## src/sv/skf_pkg.sv

```systemverilog
// skf_pkg: shared constants and codes for the scalar kalman filter
// no dependencies; used by scalar_kalman_filter
`default_nettype none

package skf_pkg;

    // fixed point format of estimate and variance values
    localparam int FRAC_BITS = 16;
    localparam int GAIN_BITS = 16;
    localparam int DATA_W    = 32;
    localparam int GAIN_W    = GAIN_BITS + 1;
    localparam int CNT_W     = $clog2(GAIN_BITS + 1);

    // stream word widths
    localparam int OUT_BITS  = 2 * DATA_W + GAIN_W;
    localparam int OUT_W     = ((OUT_BITS + 7) / 8) * 8;

    // reset values of the configuration registers
    localparam longint ONE_FIX = longint'(1) << FRAC_BITS;
    localparam logic [DATA_W-1:0] PROCESS_NOISE_RST     = DATA_W'((ONE_FIX + 500) / 1000);
    localparam logic [DATA_W-1:0] MEASUREMENT_NOISE_RST = DATA_W'((ONE_FIX + 5) / 10);
    localparam logic [DATA_W-1:0] START_VARIANCE_RST    = DATA_W'(ONE_FIX);
    localparam logic [DATA_W-1:0] START_ESTIMATE_RST    = '0;

    localparam logic [GAIN_W-1:0] GAIN_ONE = GAIN_W'(1) << GAIN_BITS;

    typedef enum logic [1:0] {
        CFG_PROCESS_NOISE     = 2'd0,
        CFG_MEASUREMENT_NOISE = 2'd1,
        CFG_START_VARIANCE    = 2'd2,
        CFG_START_ESTIMATE    = 2'd3
    } cfg_reg_t;

    typedef enum logic {
        CMD_SAMPLE  = 1'b0,
        CMD_RESTART = 1'b1
    } cmd_t;

endpackage

`default_nettype wire

```

## src/sv/scalar_kalman_filter.sv

```systemverilog
// scalar_kalman_filter: one-dimensional fixed point kalman filter, bit-serial
// depends on skf_pkg
// a sample word passes through predict, sum, 17 restoring divide steps for the
// gain and 17 shift-add steps for both products, then waits in done until the
// output register is free; a restart word goes straight to done; a new word is
// taken only in idle, after the last result has moved to the output register;
// the output register lets a new word in while a result waits
// rst_n clears control state and loads configuration and filter state defaults
`default_nettype none

module scalar_kalman_filter (
    input  wire logic                        clk,
    input  wire logic                        rst_n,
    // input stream
    input  wire logic                        s_tvalid,
    output logic                             s_tready,
    input  wire logic [skf_pkg::DATA_W-1:0]  s_tdata,   // [31:0] sample
    input  wire logic                        s_tuser,   // [0] cmd
    // output stream
    output logic                             m_tvalid,
    input  wire logic                        m_tready,
    output logic [skf_pkg::OUT_W-1:0]        m_tdata,   // [31:0] estimate,
                                                        // [63:32] error_variance,
                                                        // [80:64] gain, rest zero
    // configuration writes
    input  wire logic                        cfg_valid,
    output logic                             cfg_ready,
    input  wire logic [1:0]                  cfg_index,
    input  wire logic [skf_pkg::DATA_W-1:0]  cfg_data
);

    localparam int DW = skf_pkg::DATA_W;
    localparam int GW = skf_pkg::GAIN_W;
    localparam int CW = skf_pkg::CNT_W;

    typedef enum logic [2:0] {
        ST_IDLE,
        ST_PRED,
        ST_SUM,
        ST_DIV,
        ST_MUL,
        ST_DONE
    } state_t;

    state_t               state_reg,   state_next;
    logic [CW-1:0]        cnt_reg,     cnt_next;

    logic [DW-1:0]        q_noise_reg, q_noise_next;
    logic [DW-1:0]        r_noise_reg, r_noise_next;
    logic [DW-1:0]        start_var_reg, start_var_next;
    logic [DW-1:0]        start_est_reg, start_est_next;

    logic [DW-1:0]        estimate_reg, estimate_next;
    logic [DW-1:0]        variance_reg, variance_next;

    logic [DW-1:0]        sample_reg,  sample_next;
    logic [DW-1:0]        p_reg,       p_next;
    logic [DW:0]          sum_reg,     sum_next;
    logic [DW+1:0]        rem_reg,     rem_next;
    logic [GW-1:0]        q_reg,       q_next;
    logic [GW-1:0]        gain_reg,    gain_next;
    logic signed [DW:0]   diff_reg,    diff_next;
    logic signed [DW+1:0] acc_e_reg,   acc_e_next;
    logic [DW:0]          acc_v_reg,   acc_v_next;
    logic [GW-1:0]        mb_e_reg,    mb_e_next;
    logic [GW-1:0]        mb_v_reg,    mb_v_next;

    logic [DW-1:0]        res_est_reg, res_est_next;
    logic [DW-1:0]        res_var_reg, res_var_next;
    logic [GW-1:0]        res_gain_reg, res_gain_next;

    logic                 m_tvalid_reg, m_tvalid_next;
    logic [skf_pkg::OUT_W-1:0] m_tdata_reg, m_tdata_next;

    // datapath terms
    logic [DW:0]          pred_sum;
    logic [DW+2:0]        div_trial;
    logic                 div_ge;
    logic [DW+1:0]        div_rem;
    logic [GW-1:0]        q_shift;
    logic [GW-1:0]        gain_calc;
    logic signed [DW+1:0] mul_add_e;
    logic [DW:0]          mul_add_v;
    logic                 last_step;
    logic                 out_free;

    assign pred_sum  = {1'b0, variance_reg} + {1'b0, q_noise_reg};
    assign div_trial = {1'b0, rem_reg} - {2'b00, sum_reg};
    assign div_ge    = ~div_trial[DW+2];
    assign div_rem   = div_ge ? div_trial[DW+1:0] : rem_reg;
    assign q_shift   = {q_reg[GW-2:0], div_ge};
    // zero denominator gives zero gain
    assign gain_calc = (sum_reg == '0) ? '0 : q_shift;
    assign mul_add_e = acc_e_reg + (mb_e_reg[0] ? {diff_reg[DW], diff_reg} : '0);
    assign mul_add_v = acc_v_reg + (mb_v_reg[0] ? {1'b0, p_reg} : '0);
    assign last_step = (cnt_reg == CW'(skf_pkg::GAIN_BITS));
    assign out_free  = ~m_tvalid_reg | m_tready;

    assign s_tready  = (state_reg == ST_IDLE);
    assign cfg_ready = 1'b1;
    assign m_tvalid  = m_tvalid_reg;
    assign m_tdata   = m_tdata_reg;

    always_comb
    begin
        state_next     = state_reg;
        cnt_next       = cnt_reg;
        q_noise_next   = q_noise_reg;
        r_noise_next   = r_noise_reg;
        start_var_next = start_var_reg;
        start_est_next = start_est_reg;
        estimate_next  = estimate_reg;
        variance_next  = variance_reg;
        sample_next    = sample_reg;
        p_next         = p_reg;
        sum_next       = sum_reg;
        rem_next       = rem_reg;
        q_next         = q_reg;
        gain_next      = gain_reg;
        diff_next      = diff_reg;
        acc_e_next     = acc_e_reg;
        acc_v_next     = acc_v_reg;
        mb_e_next      = mb_e_reg;
        mb_v_next      = mb_v_reg;
        res_est_next   = res_est_reg;
        res_var_next   = res_var_reg;
        res_gain_next  = res_gain_reg;
        m_tvalid_next  = m_tvalid_reg & ~m_tready;
        m_tdata_next   = m_tdata_reg;

        if (cfg_valid)
        begin
            case (skf_pkg::cfg_reg_t'(cfg_index))
                skf_pkg::CFG_PROCESS_NOISE:     q_noise_next   = cfg_data;
                skf_pkg::CFG_MEASUREMENT_NOISE: r_noise_next   = cfg_data;
                skf_pkg::CFG_START_VARIANCE:    start_var_next = cfg_data;
                skf_pkg::CFG_START_ESTIMATE:    start_est_next = cfg_data;
                default:                        q_noise_next   = q_noise_reg;
            endcase
        end

        case (state_reg)
            ST_IDLE:
            begin
                if (s_tvalid)
                begin
                    if (skf_pkg::cmd_t'(s_tuser) == skf_pkg::CMD_RESTART)
                    begin
                        res_est_next  = start_est_reg;
                        res_var_next  = start_var_reg;
                        res_gain_next = '0;
                        state_next    = ST_DONE;
                    end
                    else
                    begin
                        sample_next = s_tdata;
                        state_next  = ST_PRED;
                    end
                end
            end
            ST_PRED:
            begin
                // predicted variance saturates at all ones
                p_next     = pred_sum[DW] ? '1 : pred_sum[DW-1:0];
                diff_next  = $signed({sample_reg[DW-1], sample_reg})
                           - $signed({estimate_reg[DW-1], estimate_reg});
                state_next = ST_SUM;
            end
            ST_SUM:
            begin
                sum_next   = {1'b0, p_reg} + {1'b0, r_noise_reg};
                rem_next   = {2'b00, p_reg};
                q_next     = '0;
                cnt_next   = '0;
                state_next = ST_DIV;
            end
            ST_DIV:
            begin
                // restoring divide, one quotient bit per cycle, msb first
                rem_next = {div_rem[DW:0], 1'b0};
                q_next   = q_shift;
                cnt_next = cnt_reg + CW'(1);
                if (last_step)
                begin
                    gain_next  = gain_calc;
                    mb_e_next  = gain_calc;
                    mb_v_next  = skf_pkg::GAIN_ONE - gain_calc;
                    acc_e_next = '0;
                    acc_v_next = '0;
                    cnt_next   = '0;
                    state_next = ST_MUL;
                end
            end
            ST_MUL:
            begin
                // shift-add multiply, lsb first; dropped bits give the floor
                mb_e_next = mb_e_reg >> 1;
                mb_v_next = mb_v_reg >> 1;
                cnt_next  = cnt_reg + CW'(1);
                if (last_step)
                begin
                    res_est_next  = estimate_reg + mul_add_e[DW-1:0];
                    res_var_next  = mul_add_v[DW-1:0];
                    res_gain_next = gain_reg;
                    state_next    = ST_DONE;
                end
                else
                begin
                    acc_e_next = {mul_add_e[DW+1], mul_add_e[DW+1:1]};
                    acc_v_next = {1'b0, mul_add_v[DW:1]};
                end
            end
            ST_DONE:
            begin
                if (out_free)
                begin
                    estimate_next = res_est_reg;
                    variance_next = res_var_reg;
                    m_tvalid_next = 1'b1;
                    m_tdata_next  = skf_pkg::OUT_W'({res_gain_reg, res_var_reg, res_est_reg});
                    state_next    = ST_IDLE;
                end
            end
            default:
            begin
                state_next = ST_IDLE;
            end
        endcase
    end

    always_ff @(posedge clk or negedge rst_n)
    begin
        if (!rst_n)
        begin
            state_reg     <= ST_IDLE;
            cnt_reg       <= '0;
            q_noise_reg   <= skf_pkg::PROCESS_NOISE_RST;
            r_noise_reg   <= skf_pkg::MEASUREMENT_NOISE_RST;
            start_var_reg <= skf_pkg::START_VARIANCE_RST;
            start_est_reg <= skf_pkg::START_ESTIMATE_RST;
            estimate_reg  <= skf_pkg::START_ESTIMATE_RST;
            variance_reg  <= skf_pkg::START_VARIANCE_RST;
            m_tvalid_reg  <= 1'b0;
        end
        else
        begin
            state_reg     <= state_next;
            cnt_reg       <= cnt_next;
            q_noise_reg   <= q_noise_next;
            r_noise_reg   <= r_noise_next;
            start_var_reg <= start_var_next;
            start_est_reg <= start_est_next;
            estimate_reg  <= estimate_next;
            variance_reg  <= variance_next;
            m_tvalid_reg  <= m_tvalid_next;
        end
    end

    always_ff @(posedge clk)
    begin
        sample_reg   <= sample_next;
        p_reg        <= p_next;
        sum_reg      <= sum_next;
        rem_reg      <= rem_next;
        q_reg        <= q_next;
        gain_reg     <= gain_next;
        diff_reg     <= diff_next;
        acc_e_reg    <= acc_e_next;
        acc_v_reg    <= acc_v_next;
        mb_e_reg     <= mb_e_next;
        mb_v_reg     <= mb_v_next;
        res_est_reg  <= res_est_next;
        res_var_reg  <= res_var_next;
        res_gain_reg <= res_gain_next;
        m_tdata_reg  <= m_tdata_next;
    end

endmodule

`default_nettype wire
```

## config.mk

```make
export PLATFORM = sky130hd
export DESIGN_NAME = scalar_kalman_filter
export DESIGN_NICKNAME = d
export VERILOG_FILES = /design/src/sv/skf_pkg.sv /design/src/sv/scalar_kalman_filter.sv
export SDC_FILE = /design/constraint.sdc
export NUM_CORES = 1
export LEC_CHECK = 0
export ABC_AREA = 1
export BUFFER_PORTS_ARGS = -buffer_cell sky130_fd_sc_hd__buf_2
export CORE_UTILIZATION = 55
export CTS_CLUSTER_DIAMETER = 50
export DETAILED_ROUTE_END_ITERATION = 8
export PLACE_DENSITY = 0.8
export SETUP_SLACK_MARGIN = 0.1
export SYNTH_ARGS = -nofsm -noshare
export SYNTH_HDL_FRONTEND = slang
export SYNTH_SLANG_ARGS = --single-unit
```

## constraint.sdc

```tcl
create_clock -name clk -period 11.9 [get_ports clk]
set_clock_uncertainty 0.05 [all_clocks]
set_input_delay 1.785 -clock clk [delete_from_list [all_inputs] [get_ports clk]]
set_output_delay 1.785 -clock clk [all_outputs]
set_load 0.05 [all_outputs]
```

==> results of run 1 <==
==> worst paths after layout <==
check / end / slack (ps)
max: res_est_reg[22] / 7320
min: m_tdata[65] / 370
max reg2reg: res_est_reg[22] / 7320
min reg2reg: m_tdata[65] / 370
max in group asynchronous: r_noise_reg[31] / 8380
min in group asynchronous: estimate_reg[23] / 1000
==> logic make-up (layout without fill, tap and decap cells) <==
group | Yosys count | after routing | share of synthesized area (%)
compound gates | 851 | 851 | 12.4
xor+xnor | 132 | 132 | 3.01
fa+ha+maj | 236 | 236 | 7.83
buf+inv | 690 | 921 | 7.06
flops | 659 | 659 | 49.0
other cells | 2 | 8 | 0.0196
simple gates | 1958 | 1958 | 20.7
==> per-layer routing <==
layer / global-route usage, % / up-vias
met4: 12.2 / 0
met5: 0 / -
met2: 48.4 / 1302
met1: 45.3 / 15100
li1: - / 15400
met3: 6.01 / 204
==> power breakdown <==
| group | internal, mW | switching (mW) | total (mW) |
|---|---|---|---|
| registers | 3.65 | 0.535 | 4.18 |
| logic | 2.37 | 5.22 | 7.59 |
| clock network | 1.51 | 1.09 | 2.60 |
==> Yosys cell counts, types with 5 or more instances <==
cell | number | area, sq um
a211oi_1 | 5 | 37.5
a21boi_0 | 14 | 105
a21o_1 | 38 | 285
a21oi_1 | 275 | 1380
a21oi_2 | 14 | 123
a31oi_1 | 27 | 169
and2_1 | 8 | 50.1
buf_2 | 10 | 50.1
buf_4 | 12 | 90.1
buf_6 | 5 | 56.3
clkbuf_1 | 67 | 251
dfrtp_1 | 190 | 4750
dfstp_2 | 11 | 289
edfxtp_1 | 458 | 13800
fa_1 | 7 | 140
ha_1 | 229 | 2870
inv_1 | 578 | 2170
inv_2 | 11 | 41.3
nand2_1 | 1172 | 4400
nand2_2 | 8 | 50.1
nand3_1 | 199 | 996
nand3b_1 | 12 | 90.1
nand4_1 | 29 | 181
nor2_1 | 447 | 1680
nor3_1 | 42 | 210
nor4_1 | 8 | 50.1
o211ai_1 | 15 | 113
o21a_1 | 11 | 82.6
o21ai_0 | 350 | 1750
o21ai_1 | 34 | 170
o21ai_2 | 6 | 52.6
o21bai_1 | 40 | 300
or2_1 | 6 | 37.5
or2_2 | 15 | 93.8
xnor2_1 | 56 | 490
xor2_1 | 76 | 666
==> metrics by stage <==
step                      cells  area [sq um]  utilization [%]  hold slack (ps)
after detailed placement   5540         40100             58.2              355
after floorplan            4534         38400                -              350
after global routing       5696         43000             62.4              371
final                      5696         43000             62.4              367
after global placement     5540         40100             58.2              354
after CTS                  5696         43000             62.4              369
==> cell type report <==
class / instances / area, sq um
Clock buffer: 92 / 2120
Clock inverter: 64 / 771
Fill cell: 5900 / 25800
Inverter: 591 / 2220
Multi-Input combinational cell: 3185 / 17000
Sequential cell: 659 / 18800
Tap cell: 931 / 1160
Timing Repair Buffer: 174 / 931
==> reports/qor.txt, run 1 <==
layout cells sized above 1 - 8.48%
Iter 0 DRT Violations - 3680
RSZ-0062 raised after global routing - false
Remaining DRCs - 0
initial antenna violation count - 1
commonest cells after routing, fill and taps aside - nand2_1, inv_1, edfxtp_1
row count - 96
f_max - 218 MHz
worst vdd ir - 0.171 mV
total I/O pin count - 163
Die Ht - 266 um
largest net degree at the start of global routing - 92
ys flop type - edfxtp_1
fin crit share - 38.5%
highest metal used - met4
Pwr Total - 14.4 mW
Starting Density - 55.8%
final setup margin - 7320 ps
grt ovf - 0
Crit-path slowest cell - o21ai_0
Metal-1 WL - 49200 um
worst path bufs/invs - 3
DR WL met2 - 48700 um
Max Cap Viol - 0
met3 WL - 10000 um
Layout area overhead - 12.0%
Total GRT Usage - 31.9%
Total Wirelength - 113000 um
# setup viols final - 0
Synth cell types - 60
GPL Wtd Cong - 0.982
CTS tree - done
clk sinks - 659
most used cell, CP - nand2_1
worst min path class - reg -> reg
die width - 266 um
crit path DAT - 4930 ps
Slew headroom - 19.5%
maximum clock path buffer count - 3
floorplan core area - 0.0688 sq mm
Critical Path Sink Type - flop
critical path class - reg -> reg
Critical R2R Launch - mb_e_reg[0]
Worst Setup Start Kind - flop
max-slew violation count - 0
first-pass iteration count of the detailed router - 6
R2R depth - 21
nets - 5002
Largest register FFs - 81
CTS resizes - 0
vias in the first global route - 30.6k
Root Driver - clkbuf_16
Ys Warns - 0
Fin Setup TNS - 0 ps
Post-Syn Area - 0.0384 sq mm
Post-Syn Area per Cell - 8.47 sq um
first-pass GRT wire length - 173000 um
Tightest Pin Transition - 1200 ps
Leak Pwr - 19.8 nW
Post-CTS Setup Bufs - 0
status - finished, final reports clean
H-tree lvl count - 3
CP max stage delay - 500 ps
Crit path max-delay family - compound AO/OA/AOI/OAI gates
worst hold path depth - 0
number of vias per cell - 5.61
per-cell routed wire length - 19.8 um
Worst path depth - 21
vias - 32.0k
clk slew on worst S/H paths - 60 ps
Syn Inst Count - 4528
cell breakdown of the critical path - buf_4 -> nand2_1 -> inv_1 -> ha_1 -> a21oi_1 -> nand2_1 -> a21oi_1 -> o21ai_1 -> nand2_1 -> nand2_1 -> xor2_1 -> inv_1 -> ha_1 -> nand2_1 -> nor2_1 -> nand2_1 -> o21ai_0 -> a21oi_1 -> or2_2 -> nand3_1 -> nand2_1
Final Hold Vio Count - 0
ant diodes - 0
Post-Place Worst Slack - 7170 ps
post-synthesis sequential area ratio - 49.0%
Skew-Pair Late Insertion Delay - 650 ps
Buffers on Ports - 154
shortest period the worst path allows - 4580 ps
EDFF count, synth - 458
Critical Path Fanout Max - 33
commonest non-fill, non-tap cell in the layout - nand2_1
antenna-violating nets left - 0
CTS buffer count - 83
Setup crit start - mb_e_reg[0]
PD cells - 335 mW/mm^2
Yosys reg bits - 659
die area - 0.0708 sq mm
Worst EP required - 12250 ps
Post-synth ARST share - 30.5%
Hold Crit Start - res_gain_reg[1]
dpl hpwl - 86000 um
hold_buf cts - 0
Note: power is estimated with default switching activity, not from simulation.
==> run 2: changes to the inputs <==
Clock period 11.9 ns to 4.7 ns, I/O delays scaled along.
==> reports/qor.txt, run 2 (same netlist as run 1, synthesis figures left out) <==
max-slew violation count - 0 (unchanged)
initial antenna violation count - 3 (+2)
Worst Setup Start Kind - flop
largest net degree at the start of global routing - 92 (unchanged)
post-route design area - 0.0433 sq mm (+0.79%)
non-filler cells in the finished layout - 5724 (+0.49%)
total I/O pin count - 163 (unchanged)
FF-to-FF setup slack - 350 ps (-6970 ps)
Reg power frac - 28.7% (-0.4 points)
Leak Pwr - 19.9 nW (+0.78%)
crit path DAT - 4700 ps (-230 ps)
clk slew on worst S/H paths - 60 ps (about the same)
H-tree lvl count - 3 (unchanged)
Critical Path Sink Type - flop
per-cell routed wire length - 20.4 um (+3.4%)
vias in the first global route - 30.8k (+0.61%)
worst min path class - in -> async
Skew-Pair Late Insertion Delay - 680 ps (+30 ps)
row count - 96 (unchanged)
antenna-violating nets left - 0 (unchanged)
Hold Slack - -12.1 ps (-379 ps)
PD cells - 851 mW/mm^2 (+150%)
switching power - 17.6 mW (+160%)
first-pass iteration count of the detailed router - 6 (unchanged)
status - complete, but fails checks
Post-Place Worst Slack - 307 ps (-6870 ps)
Buffers on Ports - 154 (unchanged)
# setup viols final - 0 (unchanged)
Layout area overhead - 12.9%
Remaining DRCs - 0 (unchanged)
Placed Instance Area - 0.0403 sq mm (+0.50%)
Worst EP required - 5050 ps (-7200 ps)
clock network power share - 18.2% (about the same)
fill count - 5859 (-0.69%)
Largest register FFs - 81 (unchanged)
Switching Share - 47.8% (+0.21 points)
ant diodes - 0 (unchanged)
clk sinks - 659 (unchanged)
CTS buffer count - 87 (+4.8%)
first-pass GRT wire length - 177000 um (+2.6%)
Root Driver - clkbuf_16
GPL Wtd Cong - 0.947 (-3.5%)
Critical R2R Launch - mb_e_reg[0]
number of vias per cell - 5.64 (+0.40%)
critical path class - reg -> reg
die area - 0.0708 sq mm (unchanged)
Final Hold Vio Count - 1 (+1)
vias - 32.3k (+0.89%)
commonest cells after routing, fill and taps aside - nand2_1, inv_1, edfxtp_1
worst vdd ir - 0.475 mV (+180%)
dpl hpwl - 90400 um (+5.1%)
Critical Path Fanout Max - 8 (-76%)
Comb pwr share - 53.1% (+0.3 points)
f_max - 230 MHz (+5.4%)
die width - 266 um (unchanged)
Tightest Pin Transition - 1150 ps (-56.2 ps)
Die Ht - 266 um (unchanged)
Starting Density - 55.8% (unchanged)
nets - 5026 (+0.48%)
RSZ-0062 raised after global routing - true
final setup margin - 353 ps (-6970 ps)
hold_buf cts - 0 (unchanged)
Total GRT Usage - 33.0% (+1.1 points)
shortest period the worst path allows - 4350 ps (-235 ps)
Max Cap Viol - 0 (unchanged)
Slew headroom - 23.6% (+4.1 points)
Total Wirelength - 117000 um (+4.0%)
commonest non-fill, non-tap cell in the layout - nand2_1
fin crit share - 92.5% (+54 points)
layout cells sized above 1 - 9.10% (+0.62 points)
maximum clock path buffer count - 3 (unchanged)
Reg-to-Reg End - res_est_reg[18]
CTS tree - done
Iter 0 DRT Violations - 3517 (-4.4%)
Pint - 19.2 mW (+160%)
failing checks - hold timing
floorplan core area - 0.0688 sq mm (unchanged)
Placed Cells - 5559 (+0.34%)
final core utilization - 62.9% (+0.49 points)
grt ovf - 0 (unchanged)
R2R depth - 24 (+14%)
==> run 2: cell types whose count changed in the layout (fill, tap and decap cells not counted), moves of 3 or more <==
cell        before  now
buf_12           0    4
buf_4           20   36
bufinv_16        8    3
clkbuf_16       83   87
clkbuf_8         1    4
clkinv_16        3    6
clkinv_8         2    6
clkinvlp_4       7   10
==> run 2: repair_timing <==
action                     4_1_cts  5_1_grt
resized for setup                0        6
buffers inserted                 0        1
setup endpoints to repair        0        7
==> run 2: critical path, stage by stage (launching register included) <==
cell and delay [ps]:
edfxtp_1 400, buf_4 190, nand2_1 60, inv_1 40
ha_1 340, a21oi_1 220, nand2_1 120, a21oi_1 250
o21ai_1 170, nand2_1 90, nand2_1 80, xor2_1 290
inv_1 100, ha_1 350, nand2_1 90, nand2_1 80
o21bai_1 190, a21oi_1 120, o21ai_1 170, buf_4 190
nand2_1 50, nand2_1 50, or2_2 280, nand3_1 70
nand2_1 50
==> run 2: layer usage <==
layer / wire length, um / GRT usage [%] / vias up
li1: - / - / 15500
met1: 50800 / 47.5 / 15200
met2: 50900 / 50.1 / 1362
met3: 10800 / 5.81 / 212
met4: 4450 / 11.9 / 6
met5: 34 / 0 / -
==> run 2: cell type report <==
type                       instances  area, sq um  share of cell area [%]
sequential                       659        18800                    43.4
multi-input combinational       3185        17000                    39.2
clock buffer                      99         2260                    5.22
inverter                         591         2220                    5.13
tap                              931         1160                    2.69
timing repair buffer             194         1130                    2.61
clock inverter                    65          747                    1.72
==> run 2: worst max path at each step <==
| stage | start | depth (start not counted) | end |
|---|---|---|---|
| after floorplan | state_reg[2] | 6 | acc_e_reg[0] |
| after global placement | mb_e_reg[0] | 21 | res_est_reg[22] |
| after detailed placement | mb_e_reg[0] | 24 | res_est_reg[18] |
| after CTS | mb_e_reg[0] | 24 | res_est_reg[18] |
| after global routing | mb_e_reg[0] | 24 | res_est_reg[18] |
| final | mb_e_reg[0] | 24 | res_est_reg[18] |
==> run 2: power by group through the flow <==
| stage | clock (mW) | sequential [mW] | combinational, mW |
|---|---|---|---|
| 3_3_place_gp | 0 | 10.6 | 18.9 |
| 3_5_place_dp | 0 | 10.6 | 19.0 |
| 5_1_grt | 6.98 | 10.7 | 21.6 |
| 4_1_cts | 6.76 | 10.5 | 19.2 |
| 6_report | 6.71 | 10.6 | 19.6 |
| 2_1_floorplan | 0 | 10.6 | 13.3 |
==> run 2: stage by stage <==
stage	TNS (ps)	power (mW)
2_1_floorplan	-11210	23.8
3_3_place_gp	0	29.5
3_5_place_dp	0	29.6
4_1_cts	0	36.5
5_1_grt	0	39.3
6_report	0	36.9
